## config.mk

```make
export PLATFORM = sky130hd
export DESIGN_NAME = message_validator_with_hash_top
export DESIGN_NICKNAME = d
export VERILOG_FILES = /design/src/design/mvh_pkg.sv /design/src/design/mvh_parse.sv /design/src/design/mvh_hash.sv /design/src/design/message_validator_with_hash_top.sv
export SDC_FILE = /design/constraint.sdc
export NUM_CORES = 1
export LEC_CHECK = 0
export ABC_AREA = 1
export ABC_CLOCK_PERIOD_IN_PS = 7000
export BUFFER_PORTS_ARGS = -buffer_cell sky130_fd_sc_hd__buf_4
export CORE_ASPECT_RATIO = 0.5
export CORE_UTILIZATION = 35
export CTS_BUF_LIST = sky130_fd_sc_hd__clkbuf_2 sky130_fd_sc_hd__clkbuf_4 sky130_fd_sc_hd__clkbuf_8
export DETAILED_ROUTE_END_ITERATION = 10
export GPL_TIMING_DRIVEN = 0
export SETUP_SLACK_MARGIN = 0.2
export SKIP_CTS_REPAIR_TIMING = 1
export SLEW_MARGIN = 20
export SYNTH_ARGS = -nofsm -noshare
export SYNTH_HDL_FRONTEND = slang
export SYNTH_SLANG_ARGS = --single-unit
```

## constraint.sdc

```tcl
create_clock -name clk -period 7 [get_ports clk]
set_input_delay 1.4 -clock clk [delete_from_list [all_inputs] [get_ports clk]]
set_output_delay 1.4 -clock clk [all_outputs]
set_load 0.02 [all_outputs]
```

## src/design/mvh_pkg.sv

```systemverilog
`timescale 1ns / 1ps
// ----------------------------------------------------------------------------
// mvh_pkg
// Types, codes and helper functions shared by the message validator blocks.
// ----------------------------------------------------------------------------
package mvh_pkg;

  typedef enum logic [2:0] {
    ST_INIT   = 3'd0,
    ST_OBJECT = 3'd1,
    ST_NAME   = 3'd2,
    ST_VALUE  = 3'd3,
    ST_ACCEPT = 3'd4,
    ST_REJECT = 3'd5
  } parse_state_t;

  typedef enum logic [1:0] {
    VERDICT_BUSY   = 2'd0,
    VERDICT_ACCEPT = 2'd1,
    VERDICT_REJECT = 2'd2
  } verdict_t;

  localparam logic [31:0] FNV_BASIS = 32'h811C_9DC5;

  localparam logic [7:0] CH_SPACE     = 8'h20;
  localparam logic [7:0] CH_QUOTE     = 8'h22;
  localparam logic [7:0] CH_COMMA     = 8'h2C;
  localparam logic [7:0] CH_UNDERLINE = 8'h5F;
  localparam logic [7:0] CH_BACKSLASH = 8'h5C;
  localparam logic [7:0] CH_LBRACE    = 8'h7B;
  localparam logic [7:0] CH_RBRACE    = 8'h7D;

  // Control passed from the parser to the hash unit for one transaction.
  typedef struct packed {
    logic fire;   // byte accepted this cycle
    logic last;   // final byte of the message
    logic live;   // parser not yet in reject, byte counts
  } step_ctl_t;

  // Fold whitespace controls to space and upper case to lower case.
  function automatic logic [7:0] norm_byte(input logic [7:0] c);
    logic [7:0] r;
    r = c;
    if (c >= 8'h09 && c <= 8'h0D) begin
      r = CH_SPACE;
    end else if (c >= 8'h41 && c <= 8'h5A) begin
      r = c + 8'h20;
    end
    return r;
  endfunction

  // Multiply by the FNV prime 0x01000193 as a sum of shifts, mod 2^32.
  function automatic logic [31:0] fnv_mul(input logic [31:0] x);
    return x + (x << 1) + (x << 4) + (x << 7) + (x << 8) + (x << 24);
  endfunction

endpackage

```

## src/design/mvh_parse.sv

```systemverilog
`timescale 1ns / 1ps
// ----------------------------------------------------------------------------
// mvh_parse
// Byte normalizer and six-state flat-object syntax automaton.
// ----------------------------------------------------------------------------
module mvh_parse (
  input  logic                   clk,
  input  logic                   rst,
  input  logic                   fire,
  input  logic                   last,
  input  logic [7:0]             char_in,
  output logic [7:0]             norm,
  output mvh_pkg::step_ctl_t     ctl,
  output mvh_pkg::parse_state_t  state,
  output mvh_pkg::parse_state_t  state_after
);

  mvh_pkg::parse_state_t state_next;
  mvh_pkg::parse_state_t step;

  assign norm = mvh_pkg::norm_byte(char_in);

  always_comb begin
    step = mvh_pkg::ST_REJECT;
    case (state)
      mvh_pkg::ST_INIT: begin
        if (norm == mvh_pkg::CH_SPACE) step = mvh_pkg::ST_INIT;
        else if (norm == mvh_pkg::CH_LBRACE) step = mvh_pkg::ST_OBJECT;
      end
      mvh_pkg::ST_OBJECT: begin
        if (norm == mvh_pkg::CH_SPACE) step = mvh_pkg::ST_OBJECT;
        else if (norm == mvh_pkg::CH_QUOTE) step = mvh_pkg::ST_NAME;
        else if (norm == mvh_pkg::CH_RBRACE) step = mvh_pkg::ST_ACCEPT;
      end
      mvh_pkg::ST_NAME: begin
        if ((norm >= 8'h61 && norm <= 8'h7A) || (norm >= 8'h30 && norm <= 8'h39) ||
            norm == mvh_pkg::CH_UNDERLINE) step = mvh_pkg::ST_NAME;
        else if (norm == mvh_pkg::CH_QUOTE) step = mvh_pkg::ST_VALUE;
      end
      mvh_pkg::ST_VALUE: begin
        if (norm == mvh_pkg::CH_COMMA) step = mvh_pkg::ST_OBJECT;
        else if (norm == mvh_pkg::CH_RBRACE) step = mvh_pkg::ST_ACCEPT;
        else if (norm >= 8'h20 && norm <= 8'h7E && norm != mvh_pkg::CH_BACKSLASH)
          step = mvh_pkg::ST_VALUE;
      end
      default: step = mvh_pkg::ST_REJECT;
    endcase
  end

  // Once in reject, hold there until the final byte.
  assign state_after = (state == mvh_pkg::ST_REJECT) ? mvh_pkg::ST_REJECT : step;

  assign ctl.fire = fire;
  assign ctl.last = last;
  assign ctl.live = (state != mvh_pkg::ST_REJECT);

  always_comb begin
    state_next = state;
    if (fire) begin
      state_next = last ? mvh_pkg::ST_INIT : state_after;
    end
  end

  always_ff @(posedge clk) begin
    if (rst) begin
      state <= mvh_pkg::ST_INIT;
    end else begin
      state <= state_next;
    end
  end

endmodule

```

## src/design/mvh_hash.sv

```systemverilog
`timescale 1ns / 1ps
// ----------------------------------------------------------------------------
// mvh_hash
// FNV-1a 32-bit hash over the first HASH_LIMIT normalized bytes.
// ----------------------------------------------------------------------------
module mvh_hash #(
  parameter int HASH_LIMIT = 4095
) (
  input  logic               clk,
  input  logic               rst,
  input  mvh_pkg::step_ctl_t ctl,
  input  logic [7:0]         norm,
  output logic [31:0]        hash_after
);

  localparam int CW = $clog2(HASH_LIMIT + 1);

  logic [31:0]   hash;
  logic [31:0]   hash_next;
  logic [CW-1:0] count;
  logic [CW-1:0] count_next;
  logic          take;

  assign take       = ctl.live && (count < CW'(HASH_LIMIT));
  assign hash_after = take ? mvh_pkg::fnv_mul(hash ^ {24'd0, norm}) : hash;

  always_comb begin
    hash_next  = hash;
    count_next = count;
    if (ctl.fire) begin
      if (ctl.last) begin
        hash_next  = mvh_pkg::FNV_BASIS;
        count_next = '0;
      end else begin
        hash_next  = hash_after;
        count_next = take ? count + 1'b1 : count;
      end
    end
  end

  always_ff @(posedge clk) begin
    if (rst) begin
      hash  <= mvh_pkg::FNV_BASIS;
      count <= '0;
    end else begin
      hash  <= hash_next;
      count <= count_next;
    end
  end

endmodule

```

## src/design/message_validator_with_hash_top.sv

```systemverilog
`timescale 1ns / 1ps
// ----------------------------------------------------------------------------
// message_validator_with_hash_top
// Byte-stream flat-object validator with an FNV-1a hash of the message.
// ----------------------------------------------------------------------------
// Usage:
//   Slave channel (s_*): one message byte per transaction in s_tdata,
//   s_tlast high on the final byte of the message.
//   Master channel (m_*): one result per accepted byte. m_tdata carries
//   the verdict (busy/accept/reject), the automaton position after the
//   byte and the hash; m_tlast echoes the final-byte marker.
//   The verdict is nonzero only on the final byte; the hash is nonzero
//   only on an accepted final byte.
// Timing: the result is registered and presented in the cycle after the byte is accepted.
// Throughput: one byte per cycle while s_tready is high. The parser state and hash registers
//   update in the accepting cycle; the hash step is a combinational
//   shift-add multiply by the FNV prime.
// Stall: the single output register holds its result while m_tready is
//   low; s_tready is high whenever that register is empty or being taken.
// Reset: rst (synchronous) clears the output valid, returns the parser to
//   init and the hash to the offset basis. After each final byte the parser
//   init state and the hash basis are restored for the next message.
// ----------------------------------------------------------------------------
module message_validator_with_hash_top #(
  parameter int HASH_LIMIT = 4095
) (
  input  logic        clk,
  input  logic        rst,
  input  logic        s_tvalid,
  output logic        s_tready,
  input  logic [7:0]  s_tdata,   // [7:0] char_in
  input  logic        s_tlast,   // end_of_message
  output logic        m_tvalid,
  input  logic        m_tready,
  output logic [39:0] m_tdata,   // [1:0] verdict, [4:2] parse_position,
                                 // [36:5] hash_value, [39:37] zero
  output logic        m_tlast    // message_done
);

  logic                  s_fire;
  logic [7:0]            norm;
  mvh_pkg::step_ctl_t    ctl;
  mvh_pkg::parse_state_t state;
  mvh_pkg::parse_state_t state_after;
  logic [31:0]           hash_after;

  logic                  out_valid;
  logic                  out_valid_next;
  logic [1:0]            verdict;
  logic [2:0]            position;
  logic [31:0]           hash_out;
  logic                  done;

  // Accept whenever the output register is free or draining this cycle.
  assign s_tready = !out_valid || m_tready;
  assign s_fire   = s_tvalid && s_tready;

  mvh_parse u_parse (
    .clk         (clk),
    .rst         (rst),
    .fire        (s_fire),
    .last        (s_tlast),
    .char_in     (s_tdata),
    .norm        (norm),
    .ctl         (ctl),
    .state       (state),
    .state_after (state_after)
  );

  mvh_hash #(
    .HASH_LIMIT (HASH_LIMIT)
  ) u_hash (
    .clk        (clk),
    .rst        (rst),
    .ctl        (ctl),
    .norm       (norm),
    .hash_after (hash_after)
  );

  always_comb begin
    out_valid_next = out_valid;
    if (s_fire) begin
      out_valid_next = 1'b1;
    end else if (m_tready) begin
      out_valid_next = 1'b0;
    end
  end

  always_ff @(posedge clk) begin
    if (rst) begin
      out_valid <= 1'b0;
    end else begin
      out_valid <= out_valid_next;
    end
  end

  // Capture the result payload on each accepted byte.
  always_ff @(posedge clk) begin
    if (s_fire) begin
      position <= state_after;
      done     <= s_tlast;
      if (!s_tlast) begin
        verdict  <= mvh_pkg::VERDICT_BUSY;
        hash_out <= '0;
      end else if (state_after == mvh_pkg::ST_ACCEPT) begin
        verdict  <= mvh_pkg::VERDICT_ACCEPT;
        hash_out <= hash_after;
      end else begin
        verdict  <= mvh_pkg::VERDICT_REJECT;
        hash_out <= '0;
      end
    end
  end

  assign m_tvalid = out_valid;
  assign m_tdata  = {3'd0, hash_out, position, verdict};
  assign m_tlast  = done;

  // A verdict appears exactly on the final result of a message.
  assert property (@(posedge clk) disable iff (rst)
    m_tvalid |-> ((m_tdata[1:0] != mvh_pkg::VERDICT_BUSY) == m_tlast))
    else $error("verdict does not match final-byte marker");

  // Accept verdict only with the automaton standing in accept.
  assert property (@(posedge clk) disable iff (rst)
    m_tvalid && m_tdata[1:0] == mvh_pkg::VERDICT_ACCEPT |-> m_tdata[4:2] == mvh_pkg::ST_ACCEPT)
    else $error("accept verdict without accept state");

  // Hash is shown only on accepted messages.
  assert property (@(posedge clk) disable iff (rst)
    m_tvalid && m_tdata[1:0] != mvh_pkg::VERDICT_ACCEPT |-> m_tdata[36:5] == 32'd0)
    else $error("hash shown on a result that is not accepted");

  // The parser returns to init after the final byte.
  assert property (@(posedge clk) disable iff (rst)
    s_fire && s_tlast |=> state == mvh_pkg::ST_INIT)
    else $error("parser not back at init after final byte");

endmodule
```

* After elaboration in Yosys (flattened, before gate mapping)
Cells that the tools add are included.
** Storage, ports and cells
- Bits in registers :: 86
- Latch bits :: 0
- Memory bits (writable) :: 0
- Memory bits (read-only) :: 0
- Input bits :: 13
- Output and inout port bits :: 43
- Word-level logic and storage cells :: 79
- Memories :: 0
** Operators by class
- Add/sub/neg operators :: 7
- $mul :: 0
- Div/mod/pow operators :: 0
- Magnitude comparators :: 11
- Eq/ne operators :: 13
- Shifts and indexed selects :: 0
- Muxes and demuxes :: 22
- Bitwise gates (word level) :: 1
- Reduce and logical (&&, ||, !) cells :: 17
** Operators with widths (count)
- adder 32 bit :: 5
- two-way mux 32 bit :: 2
- two-way mux 3 bit :: 11
- XOR 32 x 8 -> 32 bit :: 1
- == test 8 x 6 -> 1 bit (second input constant) :: 3
- == test 8 x 7 -> 1 bit (second input constant) :: 3
- less-or-equal comparator 8 x 7 -> 1 bit (second input constant) :: 3
- two-way mux 12 bit :: 2
- >= comparator 8 x 6 -> 1 bit (second input constant) :: 2
- >= comparator 8 x 7 -> 1 bit (second input constant) :: 2
- two-way mux 8 bit :: 2
- adder 12 x 1 -> 12 bit (second input constant) :: 1
- < comparator 12 bit (second input constant) :: 1
- one-hot mux 3 bit (4 select lines) :: 1
- adder 8 x 6 -> 8 bit (second input constant) :: 1
- >= comparator 8 x 4 -> 1 bit (second input constant) :: 1
- less-or-equal comparator 8 x 4 -> 1 bit (second input constant) :: 1
- less-or-equal comparator 8 x 6 -> 1 bit (second input constant) :: 1
- logical AND 1 bit :: 8
- != test 8 x 7 -> 1 bit (second input constant) :: 1
- == test 3 x 2 -> 1 bit (second input constant) :: 2
- == test 3 bit (second input constant) :: 2
- AND reduction 2 bit :: 2
- nonzero test 2 bit :: 2
- other kinds (7) :: 11

* Logic depth before layout (Yosys ltp)
- Word-level depth :: 14
- Mapped depth :: 36
- Gate-level depth less buffers :: 36

* Modules after synthesis
A second synthesis with hierarchy kept.
** Unflattened totals
- Cells, all modules :: 1329
- Area, all modules :: 9272.6 um^2
** Modules (own cells, without submodules)
- mvh_hash :: times used 1, cells each 1064, area each 6985.4 um^2, sequential area each 880.8 um^2
- message_validator_with_hash_top :: times used 1, cells each 119, area each 1547.7 um^2, sequential area each 1161.1 um^2
- mvh_parse :: times used 1, cells each 146, area each 739.5 um^2, sequential area each 60.1 um^2

* Worst setup path after synthesis
OpenSTA, ideal clock, no wires.
- Path type :: in2reg
- Start point :: input s_tdata[7]
- End point :: register u_hash.hash[16]
- Library setup time :: 0.070 ns
- Arrival :: 5.651 ns
- Required time :: 6.930 ns
- Slack :: 1.279 ns
- Cell stages on the path :: 28
- Buffers on the path :: 0
- Path through :: nor2_1 -> nand2_1 -> nor2_2 -> nand2_4 -> nand2_1 -> xor2_1 -> inv_1 -> nor2_1 -> inv_1 -> nand2_1 -> inv_1 -> ha_1 -> or2_2 -> ha_1 -> ha_1 -> inv_1 -> fa_1 -> inv_1 -> nand3_1 -> nand2_1 -> a21oi_1 -> o21ai_0 -> a21oi_1 -> or2_2 -> nand3_1 -> o21ai_0 -> or2_2 -> a21oi_1
** On the way
- Longest elaborated chain between the ends :: 12
- Elaborated cells on any way between the ends :: 17
- Classes of those cells :: add/sub (6); order compare (4); mux (4); bitwise (1); reduce/logical (2)
** Ends and longest elaborated chain
- from (decl) :: RTL line message_validator_with_hash_top.sv:31 : input logic [7:0] s_tdata,
- >= comparator 8 x 7 -> 1 bit / less-or-equal comparator 8 x 7 -> 1 bit (equally long branches) :: RTL line mvh_pkg.sv:46 : end else if (c >= 8'h41 && c <= 8'h5A) begin
- logical AND 1 bit :: RTL line mvh_pkg.sv:46
- two-way mux 8 bit :: RTL line mvh_pkg.sv:46
- two-way mux 8 bit (*) :: RTL line mvh_pkg.sv:44 : if (c >= 8'h09 && c <= 8'h0D) begin
- XOR 32 x 8 -> 32 bit (*) :: RTL line mvh_hash.sv:25 : assign hash_after = take ? mvh_pkg::fnv_mul(hash ^ {24'd0, norm}) : hash;
- adder 32 bit (3 in series) :: RTL line mvh_pkg.sv:54 : return x + (x << 1) + (x << 4) + (x << 7) + (x << 8) + (x << 24);
- adder 32 bit (*) (2 in series) :: RTL line mvh_pkg.sv:54
- two-way mux 32 bit (*) :: RTL line mvh_hash.sv:25
- two-way mux 32 bit (*) :: RTL line mvh_hash.sv:31 : if (ctl.last) begin
- to (signal assigned) :: RTL line mvh_hash.sv:43 : hash <= mvh_pkg::FNV_BASIS;
- to (signal assigned) :: RTL line mvh_hash.sv:46 : hash <= hash_next;
- to (decl) :: RTL line mvh_hash.sv:18 : logic [31:0] hash;
Mark *: on every way between the ends. The rest lies on a longest branch, timed or not.
A chain may end at the register's enable or synchronous reset.

* Worst setup path in the final report
- Start point :: input s_tdata[2]
- End point :: register hash_out[25] (data pin)
** On the way
- Longest elaborated chain between the ends :: 14
- Elaborated cells on any way between the ends :: 49
- Classes of those cells :: add/sub (6); order compare (10); eq/ne (8); mux (15); bitwise (1); reduce/logical (9)
** Ends and longest elaborated chain
- >= comparator 8 x 7 -> 1 bit / less-or-equal comparator 8 x 7 -> 1 bit (equally long branches) :: RTL line mvh_pkg.sv:46
- logical AND 1 bit :: RTL line mvh_pkg.sv:46
- two-way mux 8 bit :: RTL line mvh_pkg.sv:46
- two-way mux 8 bit (*) :: RTL line mvh_pkg.sv:44
- parallel branches: the longest is 10 deep, another holds adder 32 bit
- to (signal assigned) :: RTL line message_validator_with_hash_top.sv:107 : hash_out <= hash_after;
- to (decl) :: RTL line message_validator_with_hash_top.sv:51 : logic [31:0] hash_out;
Mark *: on every way between the ends.

==> metrics.md <==
| Metric | Value |
|---|---|
| Number of vias per cell | `4.97` |
| Vias | `7225` |
| Overflow after GRT | `0` |
| Cell area after synthesis | `8320 µm²` |
| Ratio of cells with drive above 1 in the final layout | `13.3%` |
| Compound-cell area share of the yosys netlist | `10.9%` |
| Die height | `111 µm` |
| Core footprint | `23100 µm²` |
| Post-synthesis adder-cell area fraction | `26.3%` |
| Largest family of logic cells by synthesized area | `adder cells` |
| Post-Synth Simple-Gate Area | `23.3%` |
| Share of the synthesized area in the top cell type | `16.1%` |
| Fin crit share | `93.2%` |
| Row count | `39` |
| Top FF cell, synth | `dfxtp_1` |
| WS Path Type | `in2reg` |
| CTS clk-pin slew, worst paths | `0.10 ns` |
| I/O pin count | `56` |
| Sink Count | `86` |
| Gpl congestion | `0.921` |
| DP HPWL | `19.3 mm` |
| Sequential share of the synthesized area | `25.3%` |
| Worst Setup Start Kind | `input pin` |
| Mux contribution to synthesized area | `0.120%` |
| WL final | `23.1 mm` |
| Critical Path Fanout Max | `6` |
| Number of maximum-capacitance violations | `0` |
| Top cells by area, synth | `fa_1 (16%), edfxtp_1 (14%), dfxtp_1 (12%)` |
| Area delta synth->final | `12.5%` |
| Syn Area/Cell | `7.72 µm²` |
| RSZ-0062 raised after global routing | `no` |
| Biggest area consumer among synthesized cells | `fa_1` |
| Flops & latches, synth | `86` |
| CTS tree | `built` |
| Clock skew | `0.0114 ns` |
| Number of flops mapped to enable cells by yosys | `38` |
| Unique cell type count in the Yosys netlist | `46` |
| Hold crit path type | `reg2reg` |
| DRT Pass-1 Iters | `8` |
| Max Root-Sink Buffers | `2` |
| Worst path slowest cell | `fa_1` |
| First-pass GRT wire length | `36.6 mm` |
| Delay-heaviest family, CP | `simple AND/OR/NAND/NOR gates` |
| DIE AREA | `24400 µm²` |
| Reg2reg setup slack | `1.95 ns` |
| # setup viols final | `0` |
| Clk root buf | `clkbuf_8` |
| GR Util All Layers | `19.4%` |
| Final Hold Viols | `0` |
| Largest stage delay, worst path | `0.52 ns` |
| Starting Density | `36.0%` |
| Worst-skew pair later-pin latency | `0.37 ns` |
| Initial drt markers | `544` |
| Final Worst Setup Slack | `0.476 ns` |
| Outcome | `finished, violations left` |
| Post-Syn Instances | `1077` |
| Fmax | `0.153 GHz` |
| Fin. max-slew vios | `0` |
| Per-cell routed wire length | `15.9 µm` |
| Fin nets | `1290` |
| Top cell by count, worst path | `nand2_1` |
| H-Tree Depth | `3` |
| Worst-margin pin slew | `0.947 ns` |
| Initial antenna violation count | `1` |
| Ys Warns | `0` |
| CP Data Arrival Time | `6.67 ns` |
| CP endpoint kind | `flip-flop` |
| Die Wd | `220 µm` |
| DRC violations left | `12` |
| Crit path time final | `6.52 ns` |
| Final core occ | `40.6%` |
| Asr flop ratio synth | `0%` |
| Violated checks | `design-rule violations` |
| Vias in the first global route | `6807` |
| Antenna Nets Post-Route | `0` |
| Total negative slack | `0 ns` |
| Num CTS Buffers | `9` |
| Post-Synth XOR/XNOR Area | `3.26%` |
| CP bufs+invs | `5` |
| Max_slew headroom | `36.9%` |
| Setup slack at placement | `-0.129 ns` |
| Port bufs | `51` |
| Req. time, crit path | `7.14 ns` |
| Pin count of the biggest net entering global routing | `25` |
[placed cells by master (no fill, tap or decap), types with 10 or more instances in the layout]
master and n:
a21oi_1 78, buf_4 54, clkbuf_1 14, dfxtp_1 48, edfxtp_1 38, fa_1 67, ha_1 68, inv_1 200
nand2_1 224, nand3_1 59, nand4_1 10, nor2_1 51, nor2_2 36, nor3_1 15, o21ai_0 55, o21bai_1 11
or2_2 18, xor2_1 20
[area by class of cell]
cell class / instances / area, µm²
Fill cell: 2376 / 13700
Multi-Input combinational cell: 765 / 5370
Sequential cell: 86 / 2100
Inverter: 206 / 774
Timing Repair Buffer: 52 / 410
Tap cell: 307 / 384
Clock buffer: 9 / 124
Buffer: 22 / 118
Clock inverter: 7 / 80.1
Antenna cell: 1 / 2.50
[registers in the layout, indices dropped and copies added (netlist names)]
name,cells
m_tlast,1
u_hash.hash,32
hash_out,32
position,3
m_tvalid,1
u_hash.count,12
u_parse.state,3
verdict,2
[Yosys cell counts, types with 2 or more instances]
cell type,n
a31oi_1,2
nor3_1,16
o21bai_1,11
nor2_2,36
inv_2,4
nand3_2,3
nand2_1,224
o22ai_1,3
a31o_2,2
o21ai_0,56
clkbuf_1,14
a21oi_1,80
a21o_1,3
nand2_2,2
a2bb2oi_1,2
nor2_4,2
a211oi_1,2
xnor2_1,9
nand3_1,59
edfxtp_1,38
ha_1,68
dfxtp_1,48
xor2_1,22
nand4_1,10
clkinv_1,2
buf_6,3
inv_1,200
fa_1,67
nor4_1,3
nor2_1,51
buf_4,3
or2_2,18
[per-layer routing]
layer,global-route usage [%],up-vias,wire (µm)
met5,0,-,0
met4,2.30,0,180
met3,2.50,14,1660
met2,29.5,211,10200
met1,29.9,3449,11100
li1,-,3551,-
[tightest hold or removal path: cells and delay by family (launching register included)]
family                 cells  cell delay [ns]
flip-flops                 1             0.32
buffers and inverters      1             0.07
AO/OA/AOI/OAI              1             0.06
[final timing paths]
check / startpoint / to / cells past startpoint
worst max-delay path: s_tdata[2] / hash_out[25]$_SDFFCE_PN0P_ / 25
worst min-delay path: u_hash.count[5]$_SDFFE_PP0P_ / u_hash.count[5]$_SDFFE_PP0P_ / 2
worst max register to register: u_hash.hash[7]$_SDFFE_PP1P_ / hash_out[25]$_SDFFCE_PN0P_ / 20
worst min register to register: u_hash.count[5]$_SDFFE_PP0P_ / u_hash.count[5]$_SDFFE_PP0P_ / 2
[kinds of logic after synthesis]
kind of cell,count (synthesis)
simple gates,429
buf+inv,228
compound gates,166
fa+ha+maj,135
flops,86
xor+xnor,31
other cells,1
mux,1
[per-stage QoR]
stage / hold WS, ns / std cells / area (µm²)
floorplan: 0.443 / 1079 / 8330
global placement: 0.451 / 1437 / 9090
detailed placement: 0.464 / 1438 / 9120
CTS: 0.479 / 1454 / 9330
global route: 0.504 / 1454 / 9360
finish: 0.479 / 1455 / 9360
Power is left out: the tool's default activity adds up to more than one toggle a clock period on the data nets, which glitch-free logic cannot reach.
